### src/design/cfcr_pkg.sv
`default_nettype none
// ----------------------------------------------------------------------------
// cfcr_pkg: shared types and constants of the frame command responder
// Item kinds, register indexes, peripheral ids, frame constants and the
// peripheral read-back function.
// ----------------------------------------------------------------------------
package cfcr_pkg;

  typedef logic [1:0] kind_t;
  typedef logic [1:0] reg_idx_t;
  typedef logic [7:0] byte_t;
  typedef logic [2:0] led_t;
  typedef logic [2:0] byte_cnt_t;

  localparam kind_t KIND_RX = 2'd0;
  localparam kind_t KIND_PG = 2'd1;
  localparam kind_t KIND_SW = 2'd2;

  localparam reg_idx_t REG_COMMAND = 2'd0;
  localparam reg_idx_t REG_REQUEST = 2'd1;
  localparam reg_idx_t REG_DATA    = 2'd2;

  localparam byte_t COMMAND_CODE_RST = 8'h01;
  localparam byte_t REQUEST_CODE_RST = 8'h02;
  localparam byte_t DATA_CODE_RST    = 8'h03;

  localparam byte_cnt_t FRAME_BYTES = 3'd5;
  localparam byte_cnt_t LAST_BYTE   = 3'd4;
  localparam byte_t     SUM_OK      = 8'hFF;
  localparam byte_t     DATA_HIGH   = 8'h00;

  localparam byte_t ID_RED   = 8'd0;
  localparam byte_t ID_GREEN = 8'd1;
  localparam byte_t ID_BLUE  = 8'd2;
  localparam byte_t ID_PG    = 8'd3;
  localparam byte_t ID_STAT1 = 8'd4;
  localparam byte_t ID_STAT2 = 8'd5;
  localparam byte_t ID_SW    = 8'd6;
  localparam byte_t NUM_LEDS = 8'd3;

  function automatic byte_t periph_data(input byte_t id, input led_t leds,
                                        input logic pg, input logic s1,
                                        input logic s2, input logic sw);
    byte_t d;
    d = '0;
    case (id)
      ID_RED:   d = leds[0] ? 8'h40 : 8'h00;
      ID_GREEN: d = leds[1] ? 8'h80 : 8'h00;
      ID_BLUE:  d = leds[2] ? 8'h20 : 8'h00;
      ID_PG:    d = {5'd0, pg, 2'd0};
      ID_STAT1: d = {4'd0, s1, 3'd0};
      ID_STAT2: d = {6'd0, s2, 1'b0};
      ID_SW:    d = {7'd0, sw};
      default:  d = '0;
    endcase
    return d;
  endfunction

endpackage
`default_nettype wire

### src/design/checksummed_frame_command_responder.sv
`default_nettype none
// ----------------------------------------------------------------------------
// checksummed_frame_command_responder: serial frame parser and responder
// Parses five-byte checksummed frames, drives three LEDs and sends data
// frames in reply to commands, requests and pin-change events.
// ----------------------------------------------------------------------------
// An input item is parsed in the cycle it is accepted; an item that calls
// for a reply places a frame in a one-entry holding register, from which the
// byte serialiser takes it and sends five output items, one per cycle when
// the output is not stalled. The input is stalled while the holding register
// is full: for one cycle after a reply when the serialiser is idle, otherwise
// until the last byte of the frame being sent is taken. Items that give no
// reply are taken every cycle while the holding register is empty; replying
// items are paced by the serialiser, as each reply waits until the frame before it is sent.
// The configuration port is always ready.
module checksummed_frame_command_responder (
  input  wire logic              clk,
  input  wire logic              rst_n,
  input  wire logic              in_valid,
  output logic                   in_stall,
  input  wire cfcr_pkg::kind_t   in_kind,
  input  wire cfcr_pkg::byte_t   in_rx_byte,
  input  wire logic              in_pg_level,
  input  wire logic              in_stat1_level,
  input  wire logic              in_stat2_level,
  input  wire logic              in_sw_level,
  output logic                   out_valid,
  input  wire logic              out_stall,
  output cfcr_pkg::byte_t        out_tx_byte,
  output logic                   out_tx_last,
  output logic                   out_led_red,
  output logic                   out_led_green,
  output logic                   out_led_blue,
  input  wire logic              cfg_valid,
  output logic                   cfg_ready,
  input  wire cfcr_pkg::reg_idx_t cfg_index,
  input  wire cfcr_pkg::byte_t   cfg_data
);
  import cfcr_pkg::*;

  byte_t     command_code_r, request_code_r, data_code_r;
  byte_cnt_t count_r, count_nxt;
  byte_t     sum_r, sum_nxt;
  byte_t     type_r, type_nxt;
  byte_t     target_r, target_nxt;
  byte_t     value_r, value_nxt;
  led_t      led_r, led_nxt;

  logic      emit;
  byte_t     emit_id, emit_data, whole_sum;

  logic      frm_valid_r;
  byte_t     frm_dc_r, frm_id_r, frm_data_r, frm_chk_r;
  led_t      frm_led_r;

  logic      busy_r;
  byte_cnt_t idx_r;
  byte_t     ser_dc_r, ser_id_r, ser_data_r, ser_chk_r;
  led_t      ser_led_r;

  logic      in_fire, out_fire, last_fire, load;

  assign cfg_ready = 1'b1;
  assign in_stall  = frm_valid_r;
  assign in_fire   = in_valid && !frm_valid_r;
  assign out_fire  = busy_r && !out_stall;
  assign last_fire = out_fire && (idx_r == LAST_BYTE);
  assign load      = frm_valid_r && (!busy_r || last_fire);

  always_comb begin
    count_nxt  = count_r;
    sum_nxt    = sum_r;
    type_nxt   = type_r;
    target_nxt = target_r;
    value_nxt  = value_r;
    led_nxt    = led_r;
    emit       = 1'b0;
    emit_id    = '0;
    emit_data  = '0;
    whole_sum  = sum_r + in_rx_byte;
    case (in_kind)
      KIND_PG: begin
        emit      = 1'b1;
        emit_id   = ID_PG;
        emit_data = periph_data(ID_PG, led_r, in_pg_level, in_stat1_level,
                                in_stat2_level, in_sw_level);
      end
      KIND_SW: begin
        emit      = 1'b1;
        emit_id   = ID_SW;
        emit_data = periph_data(ID_SW, led_r, in_pg_level, in_stat1_level,
                                in_stat2_level, in_sw_level);
      end
      KIND_RX: begin
        if (count_r == '0) begin
          if (in_rx_byte == command_code_r || in_rx_byte == request_code_r ||
              in_rx_byte == data_code_r) begin
            type_nxt  = in_rx_byte;
            sum_nxt   = in_rx_byte;
            count_nxt = 3'd1;
          end
        end else begin
          sum_nxt = whole_sum;
          if (count_r == 3'd1) target_nxt = in_rx_byte;
          if (count_r == 3'd3) value_nxt = in_rx_byte;
          if (count_r == LAST_BYTE) begin
            count_nxt = '0;
            sum_nxt   = '0;
            if (whole_sum == SUM_OK) begin
              if (type_r == command_code_r) begin
                if (target_r < NUM_LEDS) led_nxt[target_r[1:0]] = (value_r != '0);
                emit      = 1'b1;
                emit_id   = target_r;
                emit_data = value_r;
              end else if (type_r == request_code_r) begin
                emit      = 1'b1;
                emit_id   = target_r;
                emit_data = periph_data(target_r, led_r, in_pg_level,
                                        in_stat1_level, in_stat2_level,
                                        in_sw_level);
              end
            end
          end else begin
            count_nxt = count_r + 3'd1;
          end
        end
      end
      default: ;
    endcase
  end

  always_ff @(posedge clk) begin
    if (!rst_n) begin
      command_code_r <= COMMAND_CODE_RST;
      request_code_r <= REQUEST_CODE_RST;
      data_code_r    <= DATA_CODE_RST;
      count_r        <= '0;
      sum_r          <= '0;
      led_r          <= '0;
      frm_valid_r    <= 1'b0;
      busy_r         <= 1'b0;
      idx_r          <= '0;
    end else begin
      if (cfg_valid && cfg_ready) begin
        case (cfg_index)
          REG_COMMAND: command_code_r <= cfg_data;
          REG_REQUEST: request_code_r <= cfg_data;
          REG_DATA:    data_code_r    <= cfg_data;
          default: ;
        endcase
      end
      if (in_fire) begin
        count_r <= count_nxt;
        sum_r   <= sum_nxt;
        led_r   <= led_nxt;
      end
      if (in_fire && emit) frm_valid_r <= 1'b1;
      else if (load)       frm_valid_r <= 1'b0;
      if (load) begin
        busy_r <= 1'b1;
        idx_r  <= '0;
      end else if (last_fire) begin
        busy_r <= 1'b0;
      end else if (out_fire) begin
        idx_r <= idx_r + 3'd1;
      end
    end
  end

  always_ff @(posedge clk) begin
    if (in_fire) begin
      type_r   <= type_nxt;
      target_r <= target_nxt;
      value_r  <= value_nxt;
    end
    if (in_fire && emit) begin
      frm_dc_r   <= data_code_r;
      frm_id_r   <= emit_id;
      frm_data_r <= emit_data;
      frm_chk_r  <= ~(data_code_r + emit_id + DATA_HIGH + emit_data);
      frm_led_r  <= led_nxt;
    end
    if (load) begin
      ser_dc_r   <= frm_dc_r;
      ser_id_r   <= frm_id_r;
      ser_data_r <= frm_data_r;
      ser_chk_r  <= frm_chk_r;
      ser_led_r  <= frm_led_r;
    end
  end

  always_comb begin
    case (idx_r)
      3'd0:    out_tx_byte = ser_dc_r;
      3'd1:    out_tx_byte = ser_id_r;
      3'd2:    out_tx_byte = DATA_HIGH;
      3'd3:    out_tx_byte = ser_data_r;
      default: out_tx_byte = ser_chk_r;
    endcase
  end

  assign out_valid     = busy_r;
  assign out_tx_last   = (idx_r == FRAME_BYTES - 3'd1);
  assign out_led_red   = ser_led_r[0];
  assign out_led_green = ser_led_r[1];
  assign out_led_blue  = ser_led_r[2];

endmodule
`default_nettype wire
### config.mk
export PLATFORM = sky130hd
export DESIGN_NAME = checksummed_frame_command_responder
export DESIGN_NICKNAME = d
export VERILOG_FILES = /design/src/design/cfcr_pkg.sv /design/src/design/checksummed_frame_command_responder.sv
export SDC_FILE = /design/constraint.sdc
export NUM_CORES = 1
export LEC_CHECK = 0
export ABC_AREA = 1
export BUFFER_PORTS_ARGS = -buffer_cell sky130_fd_sc_hd__buf_2
export CORE_MARGIN = 2
export CORE_UTILIZATION = 25
export CTS_CLUSTER_DIAMETER = 40
export DETAILED_ROUTE_END_ITERATION = 8
export GPL_ROUTABILITY_DRIVEN = 0
export HOLD_SLACK_MARGIN = 0.02
export PLACE_DENSITY_LB_ADDON = 0.25
export SETUP_SLACK_MARGIN = 0.3
export SLEW_MARGIN = 20
export SYNTH_ARGS = -nofsm -noshare
export SYNTH_HDL_FRONTEND = slang
export SYNTH_SLANG_ARGS = --single-unit
### constraint.sdc
create_clock -name clk -period 8.5 [get_ports clk]
set_input_delay 0 -clock clk [delete_from_list [all_inputs] [get_ports clk]]
set_output_delay 0 -clock clk [all_outputs]
set_load 0.02 [all_outputs]
---- After elaboration in Yosys (flattened, before gate mapping) ----
Index checks and enable logic that the tools add are counted.
word-level totals
  flip-flop bits (word level) ............. 137
  logic and storage cells ................. 130
  output and inout port bits .............. 15
  bits of input ports ..................... 29
cells by class
  reduce and logical (&&, ||, !) cells .... 30
  bitwise operators ....................... 4
  mux-type cells .......................... 42
  equal/unequal tests ..................... 24
  magnitude comparators ................... 3
  add/subtract/negate cells ............... 5
operators by type and width
  cell                 count
  $mux 8               14
  $pmux 8 s7           1
  $pmux 8 s3           2
  $eq 8x8->1           5
  $pmux 8 s4           1
  $mux 3               9
  $add 8x8->8          3
  $eq 8x3->1 const B   3
  $eq 8x2->1 const B   2
  $reduce_and 4->1     3
  $mux 1               10
  $eq 3x2->1 const B   3
  $eq 8x1->1 const B   1
  $eq 8x8->1 const B   1
  $logic_not 8->1      1
  $lt 8x2->1 const B   1
  $not 8->8            1
  $reduce_and 2->1     4
  $reduce_bool 8->1    1
  $mux 7               1
  $add 3x1->3 const B  2
  $eq 3x1->1 const B   2
  $eq 3x3->1 const B   2
  $logic_and 1x1->1    6
  17 further kinds     29

---- Logic depth before layout (Yosys ltp) ----
Gate-level depths: netlist of the first run.
  word-level depth ........................ 11
  mapped depth ............................ 28
  depth with buffers taken out ............ 28

---- Least setup slack after synthesis of the first run ----
Ideal clock, no wire load.
  path kind ............................... register to register
  from .................................... register sum_r[0]
  to ...................................... register frm_chk_r[7] (data pin)
  arrival ................................. 3665 ps
  clock period less this slack ............ 3917 ps
  setup time .............................. 252 ps
  stages on the path, launching flop included .. 24
  path slack .............................. 4583 ps
  cells stage by stage .................... dfxtp_1 ha_1 fa_1 nand2_1 nor2_1 nand3_1 nor2_2 nand2_2 nor2_8 nand2_4 o21bai_1 a21oi_1 fa_1 inv_1 ha_1 fa_1 a31oi_1 nor2_1 nor2_1 inv_1 a21oi_1 inv_1 nand3_1 nand2_1
on the way
  word-level cells in the longest chain between the ends .. 9
  elaborated cells on any way between the ends .. 13
  classes of those cells .................. add/sub: 3; eq/ne: 1; mux: 8; bitwise: 1
ends and longest elaborated chain
  element                 line                                        RTL
  from (decl)             checksummed_frame_command_responder.sv:43   byte_t sum_r, sum_nxt;
  from (signal assigned)  checksummed_frame_command_responder.sv:154  sum_r <= sum_nxt;
  $add 8x8->8 (*)         checksummed_frame_command_responder.sv:80   whole_sum = sum_r + in_rx_byte;
  $eq 8x8->1 (*)          checksummed_frame_command_responder.sv:109  if (whole_sum == SUM_OK) begin
  $mux 8                  checksummed_frame_command_responder.sv:109
  $mux 8                  checksummed_frame_command_responder.sv:106  if (count_r == LAST_BYTE) begin
  $mux 8                  checksummed_frame_command_responder.sv:95   if (count_r == '0) begin
  $pmux 8 s3              checksummed_frame_command_responder.sv:81   case (in_kind)
  $add 8x8->8             checksummed_frame_command_responder.sv:180  frm_chk_r <= ~(data_code_r + emit_id + DATA_HIGH + emit_data);
  $add 8x8->8 (*)         checksummed_frame_command_responder.sv:180
  $not 8->8 (*)           checksummed_frame_command_responder.sv:180
  to (signal assigned)    checksummed_frame_command_responder.sv:180
  to (decl)               checksummed_frame_command_responder.sv:53   byte_t frm_dc_r, frm_id_r, frm_data_r, frm_chk_r;
Mark *: on every way between the ends. The rest lies on a longest branch, timed or not.
A chain may end at the register's enable or synchronous reset.

---- Final worst setup path of the first run ----
  from .................................... input in_rx_byte[0]
  to ...................................... register frm_chk_r[7] (data pin)
on the way
  word-level cells in the longest chain between the ends .. 9
  elaborated cells on any way between the ends .. 13
  classes of those cells .................. add/sub: 3; eq/ne: 1; mux: 8; bitwise: 1
ends and longest elaborated chain
  element          line                                        RTL
  from (decl)      checksummed_frame_command_responder.sv:22   input wire cfcr_pkg::byte_t in_rx_byte,
  $add 8x8->8 (*)  checksummed_frame_command_responder.sv:80
  $eq 8x8->1 (*)   checksummed_frame_command_responder.sv:109
  $mux 8           checksummed_frame_command_responder.sv:109
  $mux 8           checksummed_frame_command_responder.sv:106
  $mux 8           checksummed_frame_command_responder.sv:95
  $pmux 8 s3       checksummed_frame_command_responder.sv:81
  $add 8x8->8      checksummed_frame_command_responder.sv:180
  $add 8x8->8 (*)  checksummed_frame_command_responder.sv:180
  $not 8->8 (*)    checksummed_frame_command_responder.sv:180
Marked as above.

==> results of run 1 <==
==> critical path, delay by kind of cell <==
family | cells | cell delay [ns]
AOI/OAI and AO/OA | 4 | 0.65
adders and majority gates | 5 | 1.89
buffers and inverters | 5 | 0.85
and+or+nand+nor | 11 | 1.06
==> through the flow <==
stage / cell area, um^2 / utilization / std cells / power (uW)
4_1_cts: 8190 / 0.305 / 1146 / 1600
3_3_place_gp: 7400 / 0.276 / 1092 / 874
2_1_floorplan: 6830 / - / 726 / 830
6_report: 8190 / 0.305 / 1146 / 1580
5_1_grt: 8190 / 0.305 / 1146 / 1640
3_5_place_dp: 7400 / 0.276 / 1092 / 874
==> worst paths after layout <==
path,startpoint,endpoint,slack (ns),cells past startpoint
setup reg to reg,sum_r[0],frm_chk_r[7],4.24,23
hold / removal,out_stall,out_valid,0.04,5
hold reg to reg,frm_id_r[0],ser_id_r[0],0.41,0
setup / recovery,in_rx_byte[0],frm_chk_r[7],4.22,25
==> Yosys cell counts (3+ instances only) <==
cell / number
nand2_1: 135
inv_1: 100
edfxtp_1: 94
nor2_1: 61
a21oi_1: 48
o21ai_0: 44
dfxtp_1: 43
nand3_1: 37
ha_1: 26
xnor2_1: 17
nand4_1: 14
xor2_1: 13
clkbuf_1: 11
a31oi_1: 9
fa_1: 9
nor3_1: 9
nand2_2: 6
inv_2: 4
nand3_2: 4
a32oi_1: 3
buf_2: 3
clkinv_1: 3
nor2_2: 3
nor4_1: 3
or2_2: 3
==> logic make-up after synthesis <==
family          count (synthesis)
compound gates                116
other cells                     1
flops                         137
simple gates                  282
buf+inv                       125
xor+xnor                       30
fa+ha+maj                      35
==> power by group through the flow <==
stage	clock (uW)	sequential, uW	combinational (uW)
2_1_floorplan	0	761	69.5
3_3_place_gp	0	764	110
3_5_place_dp	0	764	110
4_1_cts	733	749	118
5_1_grt	756	751	133
6_report	713	749	116
==> layout make-up <==
class	instances	share of cell area
Clock buffer	18	0.0524
Clock inverter	14	0.0167
Inverter	107	0.0490
Multi-Input combinational cell	464	0.327
Sequential cell	137	0.450
Tap cell	341	0.0521
Timing Repair Buffer	65	0.0535
==> state kept, by name, indices dropped and copies added, names as in the netlist, 8 cells and up <==
register        cells
value_r             8
type_r              8
frm_id_r            8
request_code_r      8
ser_data_r          8
ser_id_r            8
frm_chk_r           8
command_code_r      8
ser_dc_r            8
frm_dc_r            8
sum_r               8
data_code_r         8
ser_chk_r           8
frm_data_r          8
target_r            8
==> routing by layer <==
metal,up-vias,track usage,routed length (um),share of wire
li1,2547,-,-,-
met1,2293,0.163,8150,0.49
met2,71,0.200,7630,0.46
met3,19,0.0254,616,0.037
met4,0,0.0453,291,0.017
met5,-,0,0,0
==> out/qor.csv, run 1 <==
metric,value,unit
die-area,28700,um^2
ir_drop,0.000121,V
postCtsResizedCells,0,
regArea,3680,um^2
critPathMaxFanout,10,
setup_ws,4.22,ns
syn_nets,790,
synthTopCellsByArea,"edfxtp_1 (41%), dfxtp_1 (13%), nand2_1 (7.4%), inv_1 (5.5%), ha_1 (4.8%)",
drtPass1Iterations,4,
routed_wl,16.7,mm
synth-compound-area-share,0.0942,
synthesis.area,6830,um^2
fillers,2849,
dr.first_iter.drc_count,312,
crit_type,in -> reg,
clock_skew,0.0103,ns
postCtsSetupBuffers,0,
setup_viol,0,
pin_count,44,
synthAdderAreaFrac,0.0740,
maxCapViolCount,0,
wl_per_cell,14.6,um
cp_slowest_cell,dlygate4sd3_1,
synth_top_family_by_area,simple AND/OR/NAND/NOR gates,
drtAntennaViolNets,0,
cp-end-kind,register,
synth_xor_area_frac,0.0385,
nets,856,
finalHoldViolCount,0,
period_needed,4.28,ns
num_antenna_cells,0,
worst_pin_slew,0.965,ns
max_freq,234,MHz
netlist_instances,726,
portBuffers,42,
slowest_delay,0.53,ns
routed_via_density,4.30,
worst_slew_margin_rel,0.355,
layout_commonest_cell,nand2_1,
grt_pass1_vias,4886,
async_flop_share,0,
cts_tree,yes,
cts_hold_buf,22,
p_per_area,193,nW/um^2
ys.flop_type,edfxtp_1,
drc,0,
dr_total_vias,4930,
die_h,169,um
multi_input_area,2680,um^2
synth-edff-count,94,
netSwitchingPower,390,uW
fin_crit_sh,0.504,
synth_area_leader_cell,edfxtp_1,
die_x,169,um
cts.sinks,137,
cp-start-kind,input port,
grt_setup_unrepaired,no,
grt_overflow,0,
switching_share,0.247,
cts.reportedPaths.clkPinSlew,0.06,ns
p_clk_frac,0.452,
synth_seq_cells,137,
core_area,26900,um^2
most-common-layout-cells,"nand2_1 (135), inv_1 (100), edfxtp_1 (94)",
yosysWarnings,0,
yosys-mux-area-fraction,0,
grt_start_max_net_pins,39,
power.leakage,0.00340,uW
drive_gt1_frac,0.124,
worstPathRequired,8.68,ns
worstPathArrival,4.46,ns
hpwl,12.4,mm
area_growth_syn_to_layout,19.9,%
h-tree-depth,4,
p_comb_frac,0.073,
synth_top_area_frac,0.413,
grt_pass1_wl,27.0,mm
ys_types,45,
clockBufferDepth,2,
status,"finished, final reports clean",
power.share.sequential,0.475,
avgSynthCellArea,9.41,um^2
ys_seq_area_frac,0.539,
initial_core_util,0.254,
hp-class,in -> reg,
holdWs,0.0415,ns
slew_violations,0,
yosys.area_share.simple,0.183,
cts_root_buf,clkbuf_16,
antenna_found_initial,0,
cts_buffers,17,
dp_worst_setup_slack,4.22,ns
clk_latency,0.43,ns
setup_tns,0,ns
cellInternalPower,1190,uW
std_cell_rows,60,
grtUsageTotal,0.123,
Power figures use the tool's default switching activity.
==> inputs of run 2 (changes only) <==
--- a/config.mk
+++ b/config.mk
@@ -5,7 +5,7 @@
 export SDC_FILE = /design/constraint.sdc
 export NUM_CORES = 1
 export LEC_CHECK = 0
-export ABC_AREA = 1
+export ABC_AREA = 0
 export BUFFER_PORTS_ARGS = -buffer_cell sky130_fd_sc_hd__buf_2
 export CORE_MARGIN = 2
 export CORE_UTILIZATION = 25
==> constraint.sdc (replaced) <==
create_clock -name clk -period 4.5 [get_ports clk]
set_input_delay 0 -clock clk [delete_from_list [all_inputs] [get_ports clk]]
set_output_delay 0 -clock clk [all_outputs]
set_load 0.02 [all_outputs]
==> run 2 against run 1 <==
The flow now finishes with violations (setup timing); via count down 6.4%; core utilization up 2.4 points; largest power group unchanged; highest routed layer unchanged; sequential power up 88%; synthesized cell count down 23%.
==> out/qor.csv, run 2 <==
metric,value,unit,change
initial_core_util,0.255,,was 0.254
multi_input_area,2930,um^2,was 2680 um^2
power,3010,uW,was 1580 uW
p_comb_frac,0.079,,was 0.073
dp_worst_setup_slack,-0.150,ns,was 4.22 ns
p_per_area,352,nW/um^2,was 193 nW/um^2
critPathMaxFanout,3,,was 10
max_freq,218,MHz,
synth-edff-count,94,,unchanged
grt_pass1_wl,26.2,mm,was 27.0 mm
drive_gt1_frac,0.245,,was 0.124
syn_nets,622,,was 790
h-tree-depth,4,,unchanged
routed_wl,16.6,mm,was 16.7 mm
cellInternalPower,2310,uW,was 1190 uW
cp-end-kind,register,,unchanged
power.leakage,0.00329,uW,was 0.00340 uW
core_area,26000,um^2,was 26900 um^2
critical_path_buf_inv_count,1,,was 5
slew_violations,0,,unchanged
clk_latency,0.42,ns,was 0.43 ns
grt_setup_unrepaired,yes,,was no
yosysWarnings,0,,unchanged
synthesis.area,6610,um^2,was 6830 um^2
cts_tree,yes,,unchanged
synth_area_leader_cell,edfxtp_1,,unchanged
grt_pass1_vias,4792,,was 4886
synth_common_cells,"edfxtp_1 (94), nor2_1 (57), dfxtp_1 (43), nand2_1 (37), xnor2_1 (31)",,"was nand2_1 (135), inv_1 (100), edfxtp_1 (94), nor2_1 (61), a21oi_1 (48)"
power.share.sequential,0.467,,was 0.475
placed_cells,951,,was 1092
fin_util,0.329,,was 0.305
status,"complete, but fails checks",,"was finished, final reports clean"
netSwitchingPower,698,uW,was 390 uW
setup_tns,-0.0817,ns,was 0 ns
cts_root_buf,clkbuf_16,,unchanged
switching_share,0.232,,was 0.247
worst_pin_slew,0.803,ns,was 0.965 ns
antenna_found_initial,0,,unchanged
grt_overflow,0,,unchanged
synthTopCellsByArea,"edfxtp_1 (43%), dfxtp_1 (13%), ha_1 (4.9%), mux2i_1 (4.5%), xnor2_1 (4.1%)",,"was edfxtp_1 (41%), dfxtp_1 (13%), nand2_1 (7.4%), inv_1 (5.5%), ha_1 (4.8%)"
fillers,2605,,was 2849
cp_cell_sequence,ha_4 > fa_2 > a211o_1 > and3_4 > o311ai_4 > nand4_1 > a211oi_4 > nand2_1 > a22o_1 > fa_1 > inv_1 > ha_2 > fa_2 > a21oi_2 > nor2_1 > o21ai_1 > nand2b_1 > a21oi_2 > xnor2_1 > xnor2_1,,
async_flop_share,0,,unchanged
die_h,167,um,was 169 um
violations,setup timing,,
worstPathArrival,4.75,ns,was 4.46 ns
grtUsageTotal,0.122,,was 0.123
critPathTopFamily,adder cells,,unchanged
hpwl,12.2,mm,was 12.4 mm
cp_slowest_cell,fa_1,,was dlygate4sd3_1
hp-class,in -> reg,,unchanged
die-area,27800,um^2,was 28700 um^2
drc,0,,unchanged
dr.first_iter.drc_count,269,,was 312
cts_buffers,17,,unchanged
period_needed,4.58,ns,
nets,736,,was 856
area_growth_syn_to_layout,29.2,%,was 19.9%
clock_skew,0.0113,ns,was 0.0103 ns
synth_top_area_frac,0.427,,was 0.413
ys.flop_type,edfxtp_1,,unchanged
worst_slew_margin_rel,0.463,,was 0.355
netlist_instances,558,,was 726
most-common-layout-cells,"edfxtp_1 (94), nor2_1 (57), buf_4 (48)",,"was nand2_1 (135), inv_1 (100), edfxtp_1 (94)"
routed_via_density,4.52,,was 4.30
p_clk_frac,0.454,,was 0.452
portBuffers,42,,unchanged
crit_type,reg -> reg,,was in -> reg
cts.reportedPaths.clkPinSlew,0.06,ns,about the same
std_cell_rows,59,,was 60
fin_crit_sh,1.02,,
yosysMostFrequentCell,edfxtp_1,,was nand2_1
layout_commonest_cell,edfxtp_1,,was nand2_1
die_x,167,um,was 169 um
wl_per_cell,16.3,um,was 14.6 um
drtPass1Iterations,5,,was 4
cp-start-kind,register,,was input port
dr_total_vias,4615,,was 4930
clockBufferDepth,2,,unchanged
synth_seq_cells,137,,unchanged
regArea,3690,um^2,was 3680 um^2
worstPathRequired,4.67,ns,was 8.68 ns
grt_start_max_net_pins,37,,was 39
avgSynthCellArea,11.9,um^2,was 9.41 um^2
slowest_delay,0.50,ns,was 0.53 ns
ys_seq_area_frac,0.557,,was 0.539
maxCapViolCount,0,,unchanged
setup_viol,1,,was 0
ir_drop,0.000266,V,was 0.000121 V
num_antenna_cells,0,,unchanged
setup_ws,-0.0817,ns,was 4.22 ns
drtAntennaViolNets,0,,unchanged
pin_count,44,,unchanged
ys_types,56,,was 45
final_cells,1020,,was 1146
cts.sinks,137,,unchanged
finalHoldViolCount,0,,unchanged
## run 2: cell count changes in the layout (fill, tap and decap cells not counted), sizes merged, moves of 9 or more
| cell | delta |
|---|---|
| buf | +52 |
| mux2i | +30 |
| inv | -80 |
| nand2 | -105 |
| o21ai | -36 |
| a31oi | -9 |
| nand3 | -35 |
| xnor2 | +14 |
| a21oi | -25 |
## run 2: cell type report
class                      count  area share
timing repair buffer         114      0.0956
sequential                   137       0.431
clock inverter                10     0.00878
multi-input combinational    376       0.343
tap                          335      0.0490
inverter                      26      0.0114
clock buffer                  22      0.0606
## run 2: metal layers
metal | track usage | up-vias | wire length (um)
met5 | 0 | - | 0
met2 | 0.211 | 70 | 8350
li1 | - | 2285 | -
met4 | 0.0412 | 0 | 257
met1 | 0.148 | 2237 | 7510
met3 | 0.0297 | 23 | 529
## run 2: per-stage QoR
stage                     hold slack (ns)  cell area, um^2
after floorplan                    0.0989             6650
after global routing               0.0287             8550
final                              0.0345             8550
after CTS                          0.0267             8350
after detailed placement            0.283             7470
after global placement              0.275             7470
## run 2: power by group through the flow
stage / Sequential (uW) / Clock, uW / Combinational, uW
6_report: 1410 / 1370 / 239
5_1_grt: 1410 / 1450 / 264
4_1_cts: 1410 / 1390 / 227
3_5_place_dp: 1430 / 0 / 209
3_3_place_gp: 1430 / 0 / 206
2_1_floorplan: 1430 / 0 / 124
## run 2: repair_timing
item | in CTS | in global routing
hold buffers | 19 | 0
hold endpoints to repair | 51 | 0
setup endpoints to repair | 3 | 3
cloned | 0 | 0
gates resized for setup | 12 | 22
setup buffers | 8 | 10
pin swaps | 8 | 14
## run 2: worst paths after layout
path	from	endpoint	slack [ns]	cells past startpoint
worst min register to register	frm_data_r[0]	ser_data_r[0]	0.41	0
worst max-delay path	sum_r[0]	frm_chk_r[7]	-0.08	20
worst min-delay path	in_rx_byte[2]	type_r[2]	0.03	2
worst max register to register	sum_r[0]	frm_chk_r[7]	-0.08	20
## run 2: worst reg2reg max path, delay by kind of cell (launching register included)
kind            cells  cell delay [ns]
compound gates      7             1.46
simple gates        5             0.70
fa+ha+maj           5             1.56
flops               1             0.33
xor+xnor            2             0.24
buf+inv             1             0.05
## run 2: kinds of logic (layout without fill, tap and decap cells)
family          after synthesis  in the layout  synth area share
mux                          33             33            0.0505
flops                       137            137             0.557
other cells                   1              1          0.000567
simple gates                177            177             0.135
buf+inv                      45            172            0.0261
fa+ha+maj                    35             35            0.0764
xor+xnor                     50             50            0.0662
compound gates               80             80            0.0882
